$ cat src/rtl/c3b_pkg.sv
// Shared types, widths and helpers for the 3x3 convolution block.
// No dependencies; used by every module in rtl/.
package c3b_pkg;

    localparam int PIX_W     = 8;
    localparam int COEF_W    = 6;
    localparam int COEF_FRAC = 4;
    localparam int VAL_W     = 18;
    localparam int ROW_W     = 12;
    localparam int COL_W     = 10;
    localparam int ROWS_CW   = 13;
    localparam int COLS_CW   = 11;
    localparam int MASK_W    = 54;
    localparam int PROD_W    = PIX_W + COEF_W + 1;
    localparam int PSUM_W    = PROD_W + 1;
    localparam int MAX_ROWS  = 4096;
    localparam int MAX_COLS  = 1024;
    localparam int FIFO_DEPTH = 16;
    localparam int FIFO_AW   = 4;
    localparam int FIFO_CW   = FIFO_AW + 1;
    localparam int MAX_RES   = 3;

    typedef enum logic [1:0] {
        CFG_ROWS = 2'd0,
        CFG_COLS = 2'd1,
        CFG_MASK = 2'd2
    } t_cfg_idx;

    // one window column, top row first
    typedef struct packed {
        logic [PIX_W-1:0] top;
        logic [PIX_W-1:0] mid;
        logic [PIX_W-1:0] bot;
    } t_col;

    typedef struct packed {
        logic signed [VAL_W-1:0] value;
        logic [ROW_W-1:0]        row;
        logic [COL_W-1:0]        col;
        logic                    border;
        logic                    last;
        logic                    done;
    } t_result;

    // per-pixel position and flags carried down the pipeline
    typedef struct packed {
        logic [ROW_W-1:0] row;
        logic [COL_W-1:0] col;
        logic             has_prev;
        logic             interior;
        logic             end_col;
        logic             last_row;
    } t_tag;

    function automatic logic signed [VAL_W-1:0] border_value(input logic [PIX_W-1:0] p);
        border_value = $signed({{(VAL_W-PIX_W-COEF_FRAC){1'b0}}, p, {COEF_FRAC{1'b0}}});
    endfunction

endpackage

$ cat src/rtl/c3b_out_fifo.sv
// Result queue: takes up to three results per cycle in order, hands out one unless i_stall is high.
// Depends on c3b_pkg.
module c3b_out_fifo
    import c3b_pkg::*;
(
    input  logic               i_clk,
    input  logic               i_rst_n,
    input  t_result            i_ent [MAX_RES],
    input  logic [MAX_RES-1:0] i_ent_vld,
    input  logic               i_stall,
    output logic               o_valid,
    output t_result            o_head,
    output logic [FIFO_CW-1:0] o_count
);

    t_result              r_mem [FIFO_DEPTH];
    logic [FIFO_AW-1:0]   r_wp;
    logic [FIFO_AW-1:0]   r_rp;
    logic [FIFO_CW-1:0]   r_count;
    logic [FIFO_AW-1:0]   w_addr [MAX_RES];
    logic [1:0]           w_npush;
    logic                 w_pop;

    // entries are packed toward the write pointer in arrival order
    assign w_addr[0] = r_wp;
    assign w_addr[1] = r_wp + FIFO_AW'(i_ent_vld[0]);
    assign w_addr[2] = r_wp + FIFO_AW'(i_ent_vld[0]) + FIFO_AW'(i_ent_vld[1]);
    assign w_npush   = 2'(i_ent_vld[0]) + 2'(i_ent_vld[1]) + 2'(i_ent_vld[2]);
    assign w_pop     = o_valid && !i_stall;

    always_ff @(posedge i_clk) begin
        for (int k = 0; k < MAX_RES; k++) begin
            if (i_ent_vld[k]) begin
                r_mem[w_addr[k]] <= i_ent[k];
            end
        end
    end

    always_ff @(posedge i_clk) begin
        if (!i_rst_n) begin
            r_wp    <= '0;
            r_rp    <= '0;
            r_count <= '0;
        end else begin
            r_wp    <= r_wp + FIFO_AW'(w_npush);
            r_rp    <= r_rp + FIFO_AW'(w_pop);
            r_count <= r_count + FIFO_CW'(w_npush) - FIFO_CW'(w_pop);
        end
    end

    assign o_valid = (r_count != '0);
    assign o_head  = r_mem[r_rp];
    assign o_count = r_count;

endmodule
$ cat config.mk
export PLATFORM = sky130hd
export DESIGN_NAME = c3b_out_fifo
export DESIGN_NICKNAME = d
export VERILOG_FILES = /design/src/rtl/c3b_pkg.sv /design/src/rtl/c3b_out_fifo.sv
export SDC_FILE = /design/constraint.sdc
export NUM_CORES = 2
export LEC_CHECK = 0
export ABC_CLOCK_PERIOD_IN_PS = 4980
export BUFFER_PORTS_ARGS = -buffer_cell sky130_fd_sc_hd__buf_4
export CAP_MARGIN = 20
export CORE_MARGIN = 10
export CORE_UTILIZATION = 60
export CTS_CLUSTER_SIZE = 28
export DETAILED_ROUTE_END_ITERATION = 8
export PLACE_DENSITY = 0.78
export REMOVE_ABC_BUFFERS = 1
export SETUP_SLACK_MARGIN = 0.02
export SLEW_MARGIN = 20
export SYNTH_ARGS = -nofsm -noshare
export SYNTH_HDL_FRONTEND = slang
export SYNTH_SLANG_ARGS = --single-unit
$ cat constraint.sdc
create_clock -name i_clk -period 4.98 [get_ports i_clk]
set_input_delay 0.498 -clock i_clk [delete_from_list [all_inputs] [get_ports i_clk]]
set_output_delay 0.498 -clock i_clk [all_outputs]
set_load 0.03 [all_outputs]
## Word level (Yosys, flattened, before mapping)

Memories as Yosys holds them, arrays and structs flattened. A register that Yosys moved wholly into a read port is not among the register bits.
Cells that the tools add are included.

| word-level totals | value |
|---|---|
| register bits | 13 |
| RAM bits | 688 |
| input bits | 135 |
| output and inout bits | 49 |
| logic and storage cells | 22 |
| memories | 1 |

Memories:

| memory | words | width | read ports | clocked after Yosys merged registers in | wr ports | RTL line | text |
|---|---|---|---|---|---|---|---|
| r_mem | 16 | 43 | 1 | 1 | 3 | c3b_out_fifo.sv:16 | `t_result r_mem [FIFO_DEPTH];` |

| cells by class | value |
|---|---|
| add/sub/neg operators | 8 |
| mux-type cells | 7 |
| reduce and logical (&&, ||, !) cells | 3 |

Operators with widths:

| operator | number |
|---|---|
| adder 4 x 1 -> 4 bit | 3 |
| 2-to-1 mux 1 bit | 6 |
| adder 5 x 2 -> 5 bit | 1 |
| nonzero test 5 bit | 1 |
| subtractor 5 x 1 -> 5 bit | 1 |
| adder 4 x 2 -> 4 bit | 1 |
| 2-to-1 mux 4 bit | 1 |
| adder 1 x 1 -> 2 bit | 1 |
| adder 2 x 1 -> 2 bit | 1 |
| logical AND 1 bit | 1 |
| zero test 1 bit | 1 |

## Longest topological paths before layout

| depth | value |
|---|---|
| depth after elaboration | 4 |
| depth in mapped cells | 14 |
| mapped depth without buffers | 14 |

## Least setup slack after synthesis

Ideal clock, no wire load.

| timing path | value |
|---|---|
| path type | input to register |
| start point | in i_ent_vld[0] |
| end point | mem r_mem[11][0] (netlist name) (enable) |
| setup time | 0.660 ns |
| data arrival time | 3.328 ns |
| required time | 4.320 ns |
| setup slack | 0.992 ns |
| stages on the path | 8 |
| path buffers | 3 |
| cell sequence | ha_1 -> ha_1 -> clkbuf_1 -> and3_1 -> clkbuf_1 -> a31oi_1 -> clkbuf_1 -> nand3_1 |

RTL lines:

| item | RTL line | text |
|---|---|---|
| from (decl) | c3b_out_fifo.sv:9 | `input logic [MAX_RES-1:0] i_ent_vld,` |
| to (decl) | c3b_out_fifo.sv:16 |  |

==> impl_summary.md <==
Floorplan
The region available for standard cell placement spans 0.0716 mm². The vertical die dimension is 289 µm. The initial standard-cell utilization of the core is 60.5%. The horizontal die dimension is 289 µm. The die covers 0.0834 mm².

Row generation in the floorplan step produced 98 rows. The count of pins on the block boundary is 184.

Placement
The placed wire-length estimate after detailed placement is 90300 µm. The last weighted congestion value of the routability-driven placer is 0.902. The worst slack at placement is 602 ps.

The number of buffers inserted by port buffering is 183.

Route
Once detail routing completed, the nets flagged for antenna violations numbered 0. After detailed routing, the number of vias per cell comes to 8.07. After detailed routing, the number of remaining DRC violations is 0. For this block, the routed nets add up to 159000 µm of wire. The first detailed-routing pass ran for 6 iterations. The DRC violation total after the first TritonRoute iteration is 5741. Dividing the detail-routed wire length by the instance count gives 39.0 µm. For this block, the via count after detailed routing is 32800.

Worst setup path
At the worst endpoint, the arrival time is 4570 ps. The worst reg2reg path depth is 7. The most numerous cell on the critical path is sky130_fd_sc_hd__buf_4. The type of origin of the critical path is a register.

Along the worst path, the maximum fanout reaches 22. The kind of cell with the highest combined delay along the critical path is simple AND/OR/NAND/NOR gates. The signal on the critical path passes through buf_4, clkinv_1, xnor2_1, mux2i_1, nand2_4, nand3_4, buf_4. The biggest cell delay along the critical path is 880 ps.

The critical register-to-register path endpoint is r_mem[7][17]. The critical-path cell with the highest stage delay is sky130_fd_sc_hd__mux2i_1. In this run the critical register-to-register path is launched from r_wp[3]. By startpoint and endpoint, the worst setup path is classified as reg2reg. STA classifies the critical path endpoint as a register. For flop-to-flop paths, the worst setup slack is 750 ps. The required time of the worst setup path is 5320 ps. Together, buffers and inverters on the worst path number 3.

CTS
In this run the number of H-tree levels came out at 3. After clock tree synthesis, the flow added hold-fix buffers numbering 0. In this run the clock root is driven by a sky130_fd_sc_hd__clkbuf_16.

The number of buffers created by CTS is 78. Clock tree synthesis found a total of 701 sinks. The clock passes through at most 3 buffers. The number of setup buffers added after CTS is 0. For the worst-skew pair, the clock arrives at the later sink with an insertion delay of 650 ps. The number of cells upsized or downsized after cts is 0. TritonCTS built the clock tree. Clock-pin slew was measured on the worst setup and hold paths at 60 ps.

Yosys
For this run, the leading register cell type out of synthesis is sky130_fd_sc_hd__edfxtp_1. After synthesis, the cell types taking the most area are sky130_fd_sc_hd__edfxtp_1 (48%), sky130_fd_sc_hd__mux2_2 (18%), sky130_fd_sc_hd__o2bb2ai_1 (14%). Summed over its instances, the top area cell type makes up 47.7% of the synthesized netlist area. The fraction of the yosys area taken by sequential cells is 48.3%. Averaged over all synthesized cells, the footprint is 14.1 µm².

Of the total synthesized cell area, the portion taken by AND, OR, NAND and NOR gates is 3.11%. Counting flops with an async set or reset pin after synthesis yields a share of 0%. In the synthesized netlist, the number of instances is 3073. Of the total synthesized cell area, the portion taken by XOR and XNOR cells is 0.242%. The combined area of all synthesized cells is 0.0433 mm². The number of enable flip-flop cells after synthesis is 688. Of the total synthesized cell area, the portion taken by full adders, half adders and majority gates is 0.572%.

The synthesized design contains 701 register bits. The area fraction in compound gates after synthesis is 14.2%. The number of warnings printed during yosys synthesis is 0. By area, the combinational part of the netlist is dominated by multiplexers. sky130_fd_sc_hd__edfxtp_1 takes more of the synthesized area than any other cell. The portion of synthesized area spent on multiplexers is 29.2%.

The number of distinct library cells after synthesis is 43.

Power and ir drop
The total power density per cell area is 449 mW/mm². Across the VDD grid, the largest voltage drop is 578 µV. The analysis attributes to cell leakage a power of 0.0158 µW.

STA
The routed design could run at a clock period as short as 4230 ps. The share of the clock period used by the worst path is 84.9%. Setup repair after global routing left no endpoint under its margin. The highest clock rate is 237 MHz. Clock skew on the completed layout was measured at 27.2 ps. The number of hold-slack violations in the final timing report is 0. The max-slew violation count was 0.

For the pin with the worst max-slew slack, the measured transition is 1200 ps. The worst path meets setup with 754 ps of slack. The total setup violations reported at the end of the flow is 0. The tightest hold path in the finished design has a slack of 183 ps. The max-slew headroom at the worst pin is 19.5%.

Global routing
The first global-routing pass estimated 229000 µm of wire. For this run the aggregate overflow at the end of global routing stands at 0. The initial antenna violation count is 13.

The number of global-route vias before repair was 33200. The maximum number of pins on one net before global-route repair is 141. The overall routing resource usage is 37.5%.

Flow run
The total of max-cap violations is 0.

Finish
The layout net count is 3197. From synthesis to final layout, the design area changed by 11.5%. The share of post-route cells with drive strength above 1 is 44.4%.

Run status
The flow ran to the end, and the final reports show no timing, DRC or antenna violations.

Worst hold path
The hold path startpoint is i_rst_n. In this run the worst hold path is classified as in2reg. The path with the worst hold slack has its endpoint at o_count[0]. The worst hold path passes through 2 cells.
layer usage:
layer	track usage (%)	vias up	part of all wire [%]
met5	0	-	0.046
met4	21.7	12	6.8
met3	13.0	816	16
met2	55.9	3345	44
met1	47.2	16000	33
li1	-	12600	-
cell type report:
type,count,area [µm²]
antenna,11,27.5
sequential,701,20900
clock buffer,95,2060
clock inverter,46,452
multi-input combinational,1956,21100
timing repair buffer,295,2530
inverter,12,45.0
tap,950,1190
fill,4868,23300
flip-flops by register name, summed over array words and instances, names as in the netlist:
register / flops
r_wp: 4
r_rp: 4
o_count: 5
r_mem: 688
kinds of logic (layout without fill, tap and decap cells):
family | Yosys count | after routing
multiplexers | 910 | 910
AO/OA/AOI/OAI | 714 | 714
flip-flops | 701 | 701
buffers and inverters | 416 | 448
AND/OR/NAND/NOR | 302 | 302
adder cells (fa/ha/maj) | 18 | 18
XOR/XNOR | 12 | 12
other | 0 | 11
worst max-delay path by stage:
stage	from	endpoint	cells after the start
after CTS	r_wp[3]	r_mem[7][17]	7
final	r_wp[3]	r_mem[7][17]	7
after global routing	r_wp[0]	r_mem[7][17]	8
after global placement	i_ent_vld[0]	r_mem[7][17]	9
after floorplan	r_rp[0]	o_head[0]	2
after detailed placement	i_ent_vld[0]	r_mem[7][10]	9
layout by cell type (no fill, tap or decap), types with 7 or more instances in the layout:
| master | count |
|---|---|
| sky130_fd_sc_hd__mux2_2 | 691 |
| sky130_fd_sc_hd__edfxtp_1 | 688 |
| sky130_fd_sc_hd__o2bb2ai_1 | 679 |
| sky130_fd_sc_hd__buf_4 | 270 |
| sky130_fd_sc_hd__mux4_2 | 215 |
| sky130_fd_sc_hd__nand2_1 | 190 |
| sky130_fd_sc_hd__clkbuf_16 | 80 |
| sky130_fd_sc_hd__buf_12 | 23 |
| sky130_fd_sc_hd__clkinv_1 | 18 |
| sky130_fd_sc_hd__nor3_1 | 16 |
| sky130_fd_sc_hd__nand2_4 | 16 |
| sky130_fd_sc_hd__nand3_4 | 16 |
| sky130_fd_sc_hd__ha_1 | 15 |
| sky130_fd_sc_hd__clkbuf_1 | 15 |
| sky130_fd_sc_hd__and2_1 | 14 |
| sky130_fd_sc_hd__clkinv_2 | 13 |
| sky130_fd_sc_hd__a21oi_4 | 12 |
| sky130_fd_sc_hd__diode_2 | 11 |
| sky130_fd_sc_hd__inv_1 | 11 |
| sky130_fd_sc_hd__nor2_1 | 11 |
| sky130_fd_sc_hd__nand3_1 | 10 |
| sky130_fd_sc_hd__dfxtp_1 | 9 |
| sky130_fd_sc_hd__a31oi_4 | 8 |
| sky130_fd_sc_hd__xnor2_1 | 8 |
| sky130_fd_sc_hd__bufinv_16 | 8 |
| sky130_fd_sc_hd__nor2b_1 | 7 |
cell usage after synthesis, types with 2 or more instances:
cell,instances
sky130_fd_sc_hd__mux2_2,691
sky130_fd_sc_hd__edfxtp_1,688
sky130_fd_sc_hd__o2bb2ai_1,679
sky130_fd_sc_hd__clkbuf_1,267
sky130_fd_sc_hd__mux4_2,215
sky130_fd_sc_hd__nand2_1,190
sky130_fd_sc_hd__buf_1,47
sky130_fd_sc_hd__buf_2,37
sky130_fd_sc_hd__buf_4,33
sky130_fd_sc_hd__nand3_1,26
sky130_fd_sc_hd__buf_6,20
sky130_fd_sc_hd__nand2_2,16
sky130_fd_sc_hd__nor3_1,16
sky130_fd_sc_hd__ha_1,15
sky130_fd_sc_hd__and2_1,14
sky130_fd_sc_hd__a21oi_1,13
sky130_fd_sc_hd__dfxtp_1,13
sky130_fd_sc_hd__nor2_1,13
sky130_fd_sc_hd__inv_1,11
sky130_fd_sc_hd__a31oi_1,8
sky130_fd_sc_hd__xnor2_1,8
sky130_fd_sc_hd__nor2b_1,7
sky130_fd_sc_hd__a2bb2oi_1,6
sky130_fd_sc_hd__o21ai_0,4
sky130_fd_sc_hd__xor2_1,4
sky130_fd_sc_hd__and3_1,3
sky130_fd_sc_hd__fa_1,3
sky130_fd_sc_hd__mux2i_1,3
sky130_fd_sc_hd__nand2b_1,3
sky130_fd_sc_hd__nand3b_1,3
sky130_fd_sc_hd__nor3b_1,3
sky130_fd_sc_hd__a21oi_2,2
sky130_fd_sc_hd__nand4_1,2
power by group:
part	switching (µW)	total (µW)	internal, µW
registers	351	7930	7580
clock network	2500	5860	3360
logic	4670	7900	3230
total	7530	21700	14200
metrics by stage:
step	area [µm²]	total power (µW)	setup TNS [ps]	instances	util, %
2_1_floorplan	41500	13100	-2200850	2669	-
6_report	48300	21700	0	4066	67.5
4_1_cts	48300	21400	0	4053	67.4
3_5_place_dp	45800	15700	0	3912	63.9
5_1_grt	48300	22100	0	4062	67.5
3_3_place_gp	45800	15500	0	3912	63.9
Power figures use the tool's default switching activity.
