[src/rtl/c3b_pkg.sv]
// Shared types, widths and helpers for the 3x3 convolution block.
// No dependencies; used by every module in rtl/.
package c3b_pkg;

    localparam int PIX_W     = 8;
    localparam int COEF_W    = 6;
    localparam int COEF_FRAC = 4;
    localparam int VAL_W     = 18;
    localparam int ROW_W     = 12;
    localparam int COL_W     = 10;
    localparam int ROWS_CW   = 13;
    localparam int COLS_CW   = 11;
    localparam int MASK_W    = 54;
    localparam int PROD_W    = PIX_W + COEF_W + 1;
    localparam int PSUM_W    = PROD_W + 1;
    localparam int MAX_ROWS  = 4096;
    localparam int MAX_COLS  = 1024;
    localparam int FIFO_DEPTH = 16;
    localparam int FIFO_AW   = 4;
    localparam int FIFO_CW   = FIFO_AW + 1;
    localparam int MAX_RES   = 3;

    typedef enum logic [1:0] {
        CFG_ROWS = 2'd0,
        CFG_COLS = 2'd1,
        CFG_MASK = 2'd2
    } t_cfg_idx;

    // one window column, top row first
    typedef struct packed {
        logic [PIX_W-1:0] top;
        logic [PIX_W-1:0] mid;
        logic [PIX_W-1:0] bot;
    } t_col;

    typedef struct packed {
        logic signed [VAL_W-1:0] value;
        logic [ROW_W-1:0]        row;
        logic [COL_W-1:0]        col;
        logic                    border;
        logic                    last;
        logic                    done;
    } t_result;

    // per-pixel position and flags carried down the pipeline
    typedef struct packed {
        logic [ROW_W-1:0] row;
        logic [COL_W-1:0] col;
        logic             has_prev;
        logic             interior;
        logic             end_col;
        logic             last_row;
    } t_tag;

    function automatic logic signed [VAL_W-1:0] border_value(input logic [PIX_W-1:0] p);
        border_value = $signed({{(VAL_W-PIX_W-COEF_FRAC){1'b0}}, p, {COEF_FRAC{1'b0}}});
    endfunction

endpackage

[src/rtl/c3b_cell.sv]
// One window column cell: holds a pixel column, hands it to its older
// neighbor on each shift, and registers its share of the weighted sum.
// Depends on c3b_pkg.
module c3b_cell
    import c3b_pkg::*;
(
    input  logic                      i_clk,
    input  logic                      i_rst_n,
    input  logic                      i_shift,
    input  t_col                      i_col,
    input  logic [3*COEF_W-1:0]       i_coef,
    output t_col                      o_col,
    output logic signed [PSUM_W-1:0]  o_psum
);

    t_col                     r_col;
    logic signed [PSUM_W-1:0] r_psum;
    logic signed [PROD_W-1:0] w_p_top;
    logic signed [PROD_W-1:0] w_p_mid;
    logic signed [PROD_W-1:0] w_p_bot;

    always_ff @(posedge i_clk) begin
        if (!i_rst_n) begin
            r_col <= '0;
        end else if (i_shift) begin
            r_col <= i_col;
        end
    end

    assign w_p_top = $signed({1'b0, r_col.top}) * $signed(i_coef[0*COEF_W +: COEF_W]);
    assign w_p_mid = $signed({1'b0, r_col.mid}) * $signed(i_coef[1*COEF_W +: COEF_W]);
    assign w_p_bot = $signed({1'b0, r_col.bot}) * $signed(i_coef[2*COEF_W +: COEF_W]);

    always_ff @(posedge i_clk) begin
        r_psum <= PSUM_W'(w_p_top) + PSUM_W'(w_p_mid) + PSUM_W'(w_p_bot);
    end

    assign o_col  = r_col;
    assign o_psum = r_psum;

endmodule

[config.mk]
export PLATFORM = sky130hd
export DESIGN_NAME = c3b_cell
export DESIGN_NICKNAME = d
export VERILOG_FILES = /design/src/rtl/c3b_pkg.sv /design/src/rtl/c3b_cell.sv
export SDC_FILE = /design/constraint.sdc
export NUM_CORES = 1
export LEC_CHECK = 0
export ABC_AREA = 0
export BUFFER_PORTS_ARGS = -buffer_cell sky130_fd_sc_hd__buf_4
export CELL_PAD_IN_SITES_DETAIL_PLACEMENT = 0
export CELL_PAD_IN_SITES_GLOBAL_PLACEMENT = 1
export CORE_MARGIN = 1
export CORE_UTILIZATION = 25
export CTS_CLUSTER_DIAMETER = 200
export DETAILED_ROUTE_END_ITERATION = 8
export GPL_TIMING_DRIVEN = 0
export PLACE_DENSITY_LB_ADDON = 0.1
export SLEW_MARGIN = 20
export SYNTH_ARGS = -nofsm -noshare
export SYNTH_HDL_FRONTEND = slang
export SYNTH_SLANG_ARGS = --single-unit
export TNS_END_PERCENT = 1
[constraint.sdc]
create_clock -name i_clk -period 10.85 [get_ports i_clk]
set_input_delay 1.6275 -clock i_clk [delete_from_list [all_inputs] [get_ports i_clk]]
set_output_delay 1.6275 -clock i_clk [all_outputs]
set_load 0.01 [all_outputs]
---- After elaboration in Yosys (flattened, before gate mapping) ----
Cells that the tools add are included.
cells by class
  add/sub/neg operators ................... 2
  multipliers ............................. 3
operator list
  operator                                      number
  9-bit by 6-bit multiplier with 15-bit output  3
  15-bit by 15-bit adder with 16-bit output     1
  16-bit by 15-bit adder with 16-bit output     1
storage, ports and cells
  flip-flop bits (word level) ............. 40
  input port bits ......................... 45

---- Depth between registers and ports, before layout ----
Gate-level depths: netlist of run 1.
  depth after elaboration ................. 3
  mapped depth ............................ 21

---- Worst setup path after synthesis of run 1 ----
Ideal clock, no wire load.
  path type ............................... input port to flip-flop
  start ................................... input i_coef[12]
  end ..................................... register r_psum[15], in the netlist o_psum[15]
  setup time .............................. 0.118 ns
  arrival ................................. 6.318 ns
  setup slack ............................. 4.414 ns
  cell stages on the path ................. 18
  path buffers ............................ 0
  cell sequence ........................... and2_1 > fa_1 > inv_1 > fa_1 > fa_1 > inv_1 > fa_1 > fa_1 > fa_1 > inv_1 > fa_1 > inv_1 > ha_1 > o211ai_1 > o21ai_1 > o2111ai_1 > nand2_1 > xnor2_1
on the way
  cells in the longest elaborated chain, start to end .. 2
ends and longest elaborated chain
  what                                          RTL line        RTL
  from (decl)                                   c3b_cell.sv:11  input logic [3*COEF_W-1:0] i_coef,
  9-bit by 6-bit multiplier with 15-bit output  c3b_cell.sv:32  assign w_p_bot = $signed({1'b0, r_col.bot}) * $signed(i_coef[2*COEF_W +: COEF_W]);
  16-bit by 15-bit adder with 16-bit output     c3b_cell.sv:35  r_psum <= PSUM_W'(w_p_top) + PSUM_W'(w_p_mid) + PSUM_W'(w_p_bot);
  to (signal assigned)                          c3b_cell.sv:35
  to (decl)                                     c3b_cell.sv:17  logic signed [PSUM_W-1:0] r_psum;
Every way passes these cells.
A chain may end at the register's enable or synchronous reset.

---- Final worst setup path of run 1 ----
  start ................................... input i_coef[11]
  end ..................................... register r_psum[15], in the netlist o_psum[15]
on the way
  cells in the longest elaborated chain, start to end .. 3
ends and longest elaborated chain
  what                                          RTL line        RTL
  9-bit by 6-bit multiplier with 15-bit output  c3b_cell.sv:31  assign w_p_mid = $signed({1'b0, r_col.mid}) * $signed(i_coef[1*COEF_W +: COEF_W]);
  15-bit by 15-bit adder with 16-bit output     c3b_cell.sv:35
  16-bit by 15-bit adder with 16-bit output     c3b_cell.sv:35
Every way passes these cells.

==> flow_summary.toml, run 1 <==
[finish]
final_common_cell = "inv_1"
final_cell_mix = "149 x inv_1, 121 x fa_1, 83 x buf_4, 75 x ha_1, 66 x nand2_1"
post-route-util = 0.305
nets = 980
syn_to_final_growth_pct = 19.0
diodes = 0
drive_gt1_frac = 0.134
filler_cell_count = 2670
stdcell_count = 1064
regArea_um2 = 801
multi_input_area_mm2 = 0.00490

[critical_path]
startpoint_type = "primary input"
critPathMaxFanout = 7
max_stage_delay_ps = 540
cp-end-kind = "flop"
slowest_stage = "fa_1"
crit_type = "in -> reg"
crit_required_ps = 11030
path_cells = "buf_4 > inv_1 > nor2_1 > fa_1 > fa_1 > fa_1 > fa_1 > fa_1 > fa_1 > inv_1 > fa_1 > inv_1 > ha_1 > o211ai_1 > o21ai_1 > o2111ai_1 > nand2_1 > xnor2_1"
cpMostUsedCell = "fa_1"
cp.arrival_ps = 6880
r2r_cells = 17

[yosys]
syn_inst = 649
synth-edff-count = 0
syn-num-nets = 890
synth_top_area_frac = 0.385
yosysWarnings = 0
synth_flop_cell = "dfxtp_1"
netlist_area_mm2 = 0.00629
synthXorXnorAreaFrac = 0.0195
synth-async-reset-ratio = 0
syn_area_per_cell_um2 = 9.69
synthMuxAreaShare = 0.0398
synth_top_family_by_area = "adder cells"
yosys.area.top_type = "fa_1"
synth_compound_area_frac = 0.0312
synth_adder_area_share = 0.534
synth_cell_types = 35
yosysSeqAreaShare = 0.127
synth_area_leaders = "fa_1 39%, ha_1 15%, dfxtp_1 13%"
ys_ff_latch = 40
yosys.area_share.simple = 0.154

[timing]
slew_violations = 0
hold_violations = 0
max_freq_ghz = 0.149
hold_ws_ps = 644
setup_viol = 0
fin_setup_tns_ps = 0
grt_setup_unrepaired = "no"
relSlewSlack = 0.642
post-route-period-util = 0.618
fin_ws_ps = 4140
period_minus_slack_ps = 6710
worst_pin_slew_ps = 534
finClkSkew_ps = 9.54

[cts]
post-cts-setup-buffers = 0
htree_levels = 2
ctsResizeCount = 0
path_clk_slew_ps = 60
root_buffer = "clkbuf_16"
clock_sinks = 40
cts_tree = "yes"
numCtsBuffers = 5
clockBufferDepth = 2
insertion_delay_ps = 290
postCtsHoldBufs = 0

[routing]
vias = 4470
highest_layer = "met4"
ant_nets = 0
wl_per_cell_um = 14.8
drcViolationCount = 0
viasPerCell = 4.20
dr_wl_met3_um = 330
postRouteWirelength_um = 15700
drt_iter0_drc = 178
firstDrtPassIters = 4
routedLengthMet1_um = 6980
wl_met2_um = 8230

[grt]
grt_pass1_wl_um = 25600
grt_overflow = 0
grt_pass1_vias = 4729
grt_max_degree = 13
grt_use_total = 0.130
antenna_found_initial = 0

[power_and_ir_drop]
vdd_drop_max_mv = 0.172
p_leak_uw = 0.00381
power.density_mw_per_mm2 = 233

[placement]
dp_slack_ps = 3820
dp_cells = 1056
place.gp.congestion = 0.700
place.port_buffers = 83
dpl.hpwl_um = 13900

[flow_run]
drv_cap = 0

[status]
outcome = "finished clean"

[worst_hold_path]
hold_path_class = "reg -> reg"
holdPathStages = 2

[floorplanning]
die_y_um = 161
initial_core_util = 0.256
ios = 85
coreArea_mm2 = 0.0245
rows = 57
die_area_mm2 = 0.0258
dieWidth_um = 161
## worst max-delay path, delay by kind of cell
family,cells,cell delay (ps)
AO/OA/AOI/OAI,3,740
XOR/XNOR,1,70
adder cells (fa/ha/maj),8,3720
buffers and inverters,4,530
AND/OR/NAND/NOR,2,190
## cell type report
| type | instances | area share |
|---|---|---|
| flip-flops and latches | 40 | 0.107 |
| inverters | 150 | 0.0752 |
| multi-input cells | 453 | 0.655 |
| well taps | 324 | 0.0542 |
| clock inverters | 2 | 0.00468 |
| clock buffers | 6 | 0.0172 |
| repair buffers | 83 | 0.0833 |
| plain buffers | 6 | 0.00368 |
## cell families (layout without fill, tap and decap cells)
family,count (synthesis),count (layout)
AO/OA/AOI/OAI,30,30
XOR/XNOR,14,14
adder cells (fa/ha/maj),196,196
buffers and inverters,156,247
flip-flops,40,40
multiplexers,25,25
AND/OR/NAND/NOR,188,188
## cell usage after synthesis (all sizes together), types with 5 or more instances
cell type,count
nor2b,25
ha,75
inv,150
dfxtp,40
o21ai,5
nor2,18
xnor2,12
mux2i,25
fa,121
a21oi,10
nand2,66
and2,62
nand2b,12
## registers in the layout, summed over array words and instances (netlist names)
signal,count
o_col,24
o_psum,16
## metrics by stage
step,area [um2],power [uW]
2_1_floorplan,6290,1210
3_3_place_gp,7320,1600
3_5_place_dp,7320,1610
4_1_cts,7480,1800
5_1_grt,7480,1970
6_report,7480,1740
## worst paths after layout
path	endpoint	slack [ps]	start
worst max-delay path	o_psum[15]	4140	i_coef[11]
worst min-delay path	o_col[8]	640	o_col[8]
worst max register to register	o_psum[15]	5100	o_col[19]
worst min register to register	o_col[8]	640	o_col[8]
## metal layers
metal	up-vias	track usage
li1	2122	-
met1	2291	0.169
met2	52	0.231
met3	5	0.0134
met4	0	0.0286
met5	-	0
## power by group
part           internal, uW  total (uW)  switching, uW
Combinational           591        1350            760
Sequential              200         221           21.1
Clock                   108         170           61.7
Total                   899        1740            843
Note: power is estimated with default switching activity, not from simulation.
==> run 2: changes to the inputs <==
- clock period: 10.85 -> 5.61 ns (I/O delays scaled with it)
==> run 2 against run 1 <==
Against the previous run:
- the flow now finishes with violations (setup timing)
- clock power increased by 96%
- first-iteration DRC count is 6.7% lower
- combinational power rose by 120%
- critical endpoint unchanged
- largest power group unchanged
- highest routed layer unchanged
==> flow_summary.toml, run 2 (same netlist as run 1, synthesis figures left out) <==
[status]
outcome = "finished with violations"
violations = "setup timing"

[finish]
final_cell_mix = "144 x inv_1, 117 x fa_1, 78 x buf_4, 72 x ha_1, 64 x nand2_1"
largest_reg_flops = 24
post-route-util = 0.315
filler_cell_count = 2634
nets = 986
final_common_cell = "inv_1"
diodes = 0
drive_gt1_frac = 0.186
syn_to_final_growth_pct = 23.0

[timing]
grt_setup_unrepaired = "yes"
period_minus_slack_ps = 5660
fin_ws_ps = -46.2
finClkSkew_ps = 9.86
setup_viol = 6
post-route-period-util = 1.01
max_freq_ghz = 0.177
slew_violations = 0
fin_setup_tns_ps = -156
relSlewSlack = 0.613
worst_pin_slew_ps = 580
hold_violations = 0

[placement]
dp_slack_ps = -542
place.gp.congestion = 0.713
dpl.hpwl_um = 14100
place.port_buffers = 83

[power_and_ir_drop]
vdd_drop_max_mv = 0.383
power.density_mw_per_mm2 = 488
fin_total_pwr_uw = 3770
p_leak_uw = 0.00388

[critical_path]
cp-end-kind = "flop"
crit_type = "in -> reg"
startpoint_type = "primary input"
rrSetupSlack_ps = 40
critPathMaxFanout = 6
cp.arrival_ps = 5880
crit_required_ps = 5840

[floorplanning]
coreArea_mm2 = 0.0245
rows = 57
dieWidth_um = 161
die_y_um = 161
die_area_mm2 = 0.0258
ios = 85
initial_core_util = 0.256

[cts]
insertion_delay_ps = 290
root_buffer = "clkbuf_16"
clock_sinks = 40
clockBufferDepth = 2
cts_tree = "yes"
numCtsBuffers = 5
path_clk_slew_ps = 70
htree_levels = 2

[grt]
grt_overflow = 0
grt_pass1_wl_um = 26300
grt_use_total = 0.133
grt_pass1_vias = 4908
antenna_found_initial = 0
grt_max_degree = 14

[routing]
vias = 4467
firstDrtPassIters = 4
postRouteWirelength_um = 16000
drcViolationCount = 0
ant_nets = 0
wl_per_cell_um = 15.0
viasPerCell = 4.17
drt_iter0_drc = 166

[flow_run]
drv_cap = 0

[worst_hold_path]
hold_path_class = "reg -> reg"
-- run 2: changes by cell type in the layout (fill, tap and decap cells not counted), moves of 4 or more --
cell	delta
and2_4	+7
fa_2	+4
fa_1	-4
and2_1	-7
buf_4	-5
inv_1	-5
buf_6	+8
-- run 2: metrics by stage --
stage                     instances  hold WS (ps)  cell area, um2
final                          1070           631            7740
after global routing           1070           688            7740
after CTS                      1069           649            7680
after detailed placement       1056           638            7340
after global placement         1056           632            7340
after floorplan                 649           586            6310
-- run 2: worst max-delay path: stages --
cell and delay, ps:
buf_4 150, clkinvlp_4 130, nor2_1 130, fa_1 470, fa_1 550, inv_1 50
fa_1 510, inv_1 60, fa_1 560, fa_1 440, fa_1 480, ha_1 300
ha_2 410, o211ai_1 130, o21ai_2 330, o2111ai_2 140, nand2_1 90, xnor2_1 110
-- run 2: power breakdown --
part	leakage (uW)	total (uW)	switching [uW]	internal, uW
clock	0.0000798	334	125	209
sequential	0.000333	428	41.5	387
combinational	0.00346	3010	1680	1330
total	0.00388	3770	1850	1920
-- run 2: area by class of cell --
class	count	area, um2	share of cell area
clock inverters	3	42.5	0.00550
flip-flops and latches	40	801	0.103
repair buffers	89	736	0.0951
plain buffers	6	27.5	0.00356
inverters	150	571	0.0737
well taps	324	405	0.0524
clock buffers	5	125	0.0162
multi-input cells	453	5030	0.650
-- run 2: timing repair --
action / 4_1_cts / 5_1_grt
hold buffers: 0 / 0
setup endpoints to repair: 5 / 8
buffers inserted: 5 / 1
pin swaps: 18 / 11
gates resized for setup: 39 / 15
-- run 2: path summary, 6_finish.rpt --
path / end / cells past startpoint / from
setup / recovery: o_psum[15] / 18 / i_coef[5]
hold / removal: o_col[15] / 2 / o_col[15]
setup reg to reg: o_psum[15] / 17 / o_col[3]
hold reg to reg: o_col[15] / 2 / o_col[15]
-- run 2: routing by layer --
metal  part of all wire  vias up  wire (um)  GRT usage
met4             0.0064        0        102     0.0286
met1               0.45     2291       7150      0.171
met5                  0        -          0          0
met2               0.53       33       8540      0.240
li1                   -     2139          -          -
met3              0.015        4        238     0.0139
==> run 3: changes to the inputs <==
- ABC_AREA: 0 -> 1
- BUFFER_PORTS_ARGS: -buffer_cell sky130_fd_sc_hd__buf_4 -> unset
- CTS_BUF_LIST: unset -> sky130_fd_sc_hd__clkbuf_16
- DONT_BUFFER_PORTS: unset -> 1
==> run 3 against run 2 <==
Against the previous run:
- combinational power is 37% higher
- largest cell class unchanged
- first-iteration DRC count is 37% higher
- final cell count is 8.2% higher
- clock power is 13% lower
- the run now ends clean
- largest power group unchanged
- via count is 7.5% higher
==> flow_summary.toml, run 3 <==
[status]
outcome = "finished clean"

[critical_path]
crit_required_ps = 5810
r2r_cells = 19
cp-end-kind = "flop"
worstReg2RegEnd = "o_psum[15]"
rrSetupSlack_ps = 210
cp.arrival_ps = 5690
startpoint_type = "primary input"
r2r-start = "o_col[19]"
critPathMaxFanout = 8
crit_type = "in -> reg"

[flow_run]
drv_cap = 0

[yosys]
syn_area_per_cell_um2 = 7.96
yosys.area.top_type = "fa_1"
synth_adder_area_share = 0.517
yosysWarnings = 0
synthXorXnorAreaFrac = 0.0121
synth_top_family_by_area = "adder cells"
syn-num-nets = 1058
ys_ff_latch = 40
synth_common_cells = "232 x inv_1, 178 x nand2_1, 121 x fa_1, 75 x ha_1, 72 x nor2_1"
synth_area_leaders = "fa_1 37%, ha_1 14%, inv_1 13%"
synthMuxAreaShare = 0
synth-edff-count = 0
synth_compound_area_frac = 0.0260
synth_cell_types = 20
yosysSeqAreaShare = 0.123
yosysMostFrequentCell = "inv_1"
yosys.area_share.simple = 0.173
netlist_area_mm2 = 0.00650
syn_inst = 817
synth_flop_cell = "dfxtp_1"
synth_top_area_frac = 0.373
synth-async-reset-ratio = 0

[routing]
drt_iter0_drc = 227
postRouteWirelength_um = 17000
vias = 4803
viasPerCell = 4.15
drcViolationCount = 0
firstDrtPassIters = 4
ant_nets = 0
wl_per_cell_um = 14.7

[finish]
stdcell_area_mm2 = 0.00726
nets = 1068
syn_to_final_growth_pct = 11.7
final_common_cell = "inv_1"
filler_cell_count = 2757
drive_gt1_frac = 0.0894
final_cell_mix = "229 x inv_1, 174 x nand2_1, 118 x fa_1, 70 x nor2_1, 68 x ha_1"
stdcell_count = 1158
largest_reg_flops = 24
diodes = 0

[floorplanning]
coreArea_mm2 = 0.0253
die_y_um = 163
ios = 85
rows = 58
die_area_mm2 = 0.0266
dieWidth_um = 163
initial_core_util = 0.257

[cts]
postCtsHoldBufs = 0
numCtsBuffers = 5
htree_levels = 2
cts_tree = "yes"
path_clk_slew_ps = 70
clockBufferDepth = 2
root_buffer = "clkbuf_16"
insertion_delay_ps = 300
clock_sinks = 40

[power_and_ir_drop]
power.density_mw_per_mm2 = 675
fin_total_pwr_uw = 4900
vdd_drop_max_mv = 0.462
p_leak_uw = 0.00409

[worst_hold_path]
hp-start = "i_col[16]"
hold_path_class = "in -> reg"
whs_endpoint = "o_col[16]"
holdPathStages = 2

[timing]
max_freq_ghz = 0.182
grt_setup_unrepaired = "yes"
worst_pin_slew_ps = 539
relSlewSlack = 0.641
hold_violations = 0
setup_viol = 0
slew_violations = 0
post-route-period-util = 0.978
finClkSkew_ps = 7.16
period_minus_slack_ps = 5490

[placement]
place.port_buffers = 0
dpl.hpwl_um = 14900
dp_cells = 1147
place.gp.congestion = 0.763
place_area_mm2 = 0.00693

[grt]
grt_overflow = 0
antenna_found_initial = 0
grt_pass1_vias = 4954
grt_use_total = 0.136
grt_max_degree = 13
grt_pass1_wl_um = 27400
## run 3: cell types whose count changed in the layout (fill, tap and decap cells not counted), sizes merged, moves of 25 or more
cell   previous run  this run
and2             62         0
buf              93         9
inv             148       233
mux2i            25         0
nand2            66       181
nor2             18        74
nor2b            25         0
## run 3: where the power goes
| group | switching [uW] | internal [uW] |
|---|---|---|
| logic | 2350 | 1760 |
| registers | 90.7 | 405 |
| clock network | 129 | 162 |
| total | 2570 | 2330 |
## run 3: cell families after synthesis
kind of cell             count (synthesis)
flip-flops                              40
XOR/XNOR                                 9
adder cells (fa/ha/maj)                196
AO/OA/AOI/OAI                           33
AND/OR/NAND/NOR                        283
buffers and inverters                  256
## run 3: worst max-delay path, cell delays in order
cell,delay (ps)
buf_2,200
nand2_1,110
fa_1,560
inv_1,50
fa_1,560
fa_1,470
fa_1,520
fa_1,430
fa_1,490
inv_1,50
fa_1,510
inv_2,50
ha_4,290
nand2_1,70
nand2_2,100
inv_2,60
a21oi_2,160
nor2_2,70
nand2_1,50
nand2_1,40
## run 3: timing repair
action / 4_1_cts / 5_1_grt
setup buffers: 3 / 0
pin swaps: 2 / 3
endpoints found under the setup margin: 10 / 9
resized for setup: 15 / 51
## run 3: final cells by class
class | count | area (um2) | area share
repair buffers | 3 | 22.5 | 0.00310
well taps | 330 | 413 | 0.0569
flip-flops and latches | 40 | 801 | 0.110
clock buffers | 5 | 125 | 0.0172
inverters | 235 | 893 | 0.123
multi-input cells | 521 | 4880 | 0.673
plain buffers | 21 | 108 | 0.0148
clock inverters | 3 | 13.8 | 0.00190
## run 3: metrics by stage
step                setup TNS [ps]   util  setup slack, ps  hold WS (ps)
finish                           0  0.287              121           680
floorplan                        0      -             35.0           604
global placement             -5160  0.273             -631           702
CTS                              0  0.281             12.2           671
global route                 -87.7  0.287            -33.5           672
detailed placement           -5420  0.273             -651           715
## run 3: routing by layer
layer | share of wire | up-vias | global-route usage
met5 | 0 | - | 0
met1 | 0.47 | 2381 | 0.182
met3 | 0.030 | 5 | 0.0175
li1 | - | 2351 | -
met2 | 0.49 | 66 | 0.233
met4 | 0.0096 | 0 | 0.0293
## run 3: worst max-delay path by stage
stage | from | end | cells past startpoint
after detailed placement | i_coef[11] | o_psum[15] | 21
final | i_coef[6] | o_psum[15] | 20
after global routing | i_coef[17] | o_psum[14] | 22
after global placement | i_coef[11] | o_psum[15] | 21
after CTS | i_coef[17] | o_psum[15] | 21
after floorplan | i_coef[5] | o_psum[9] | 19
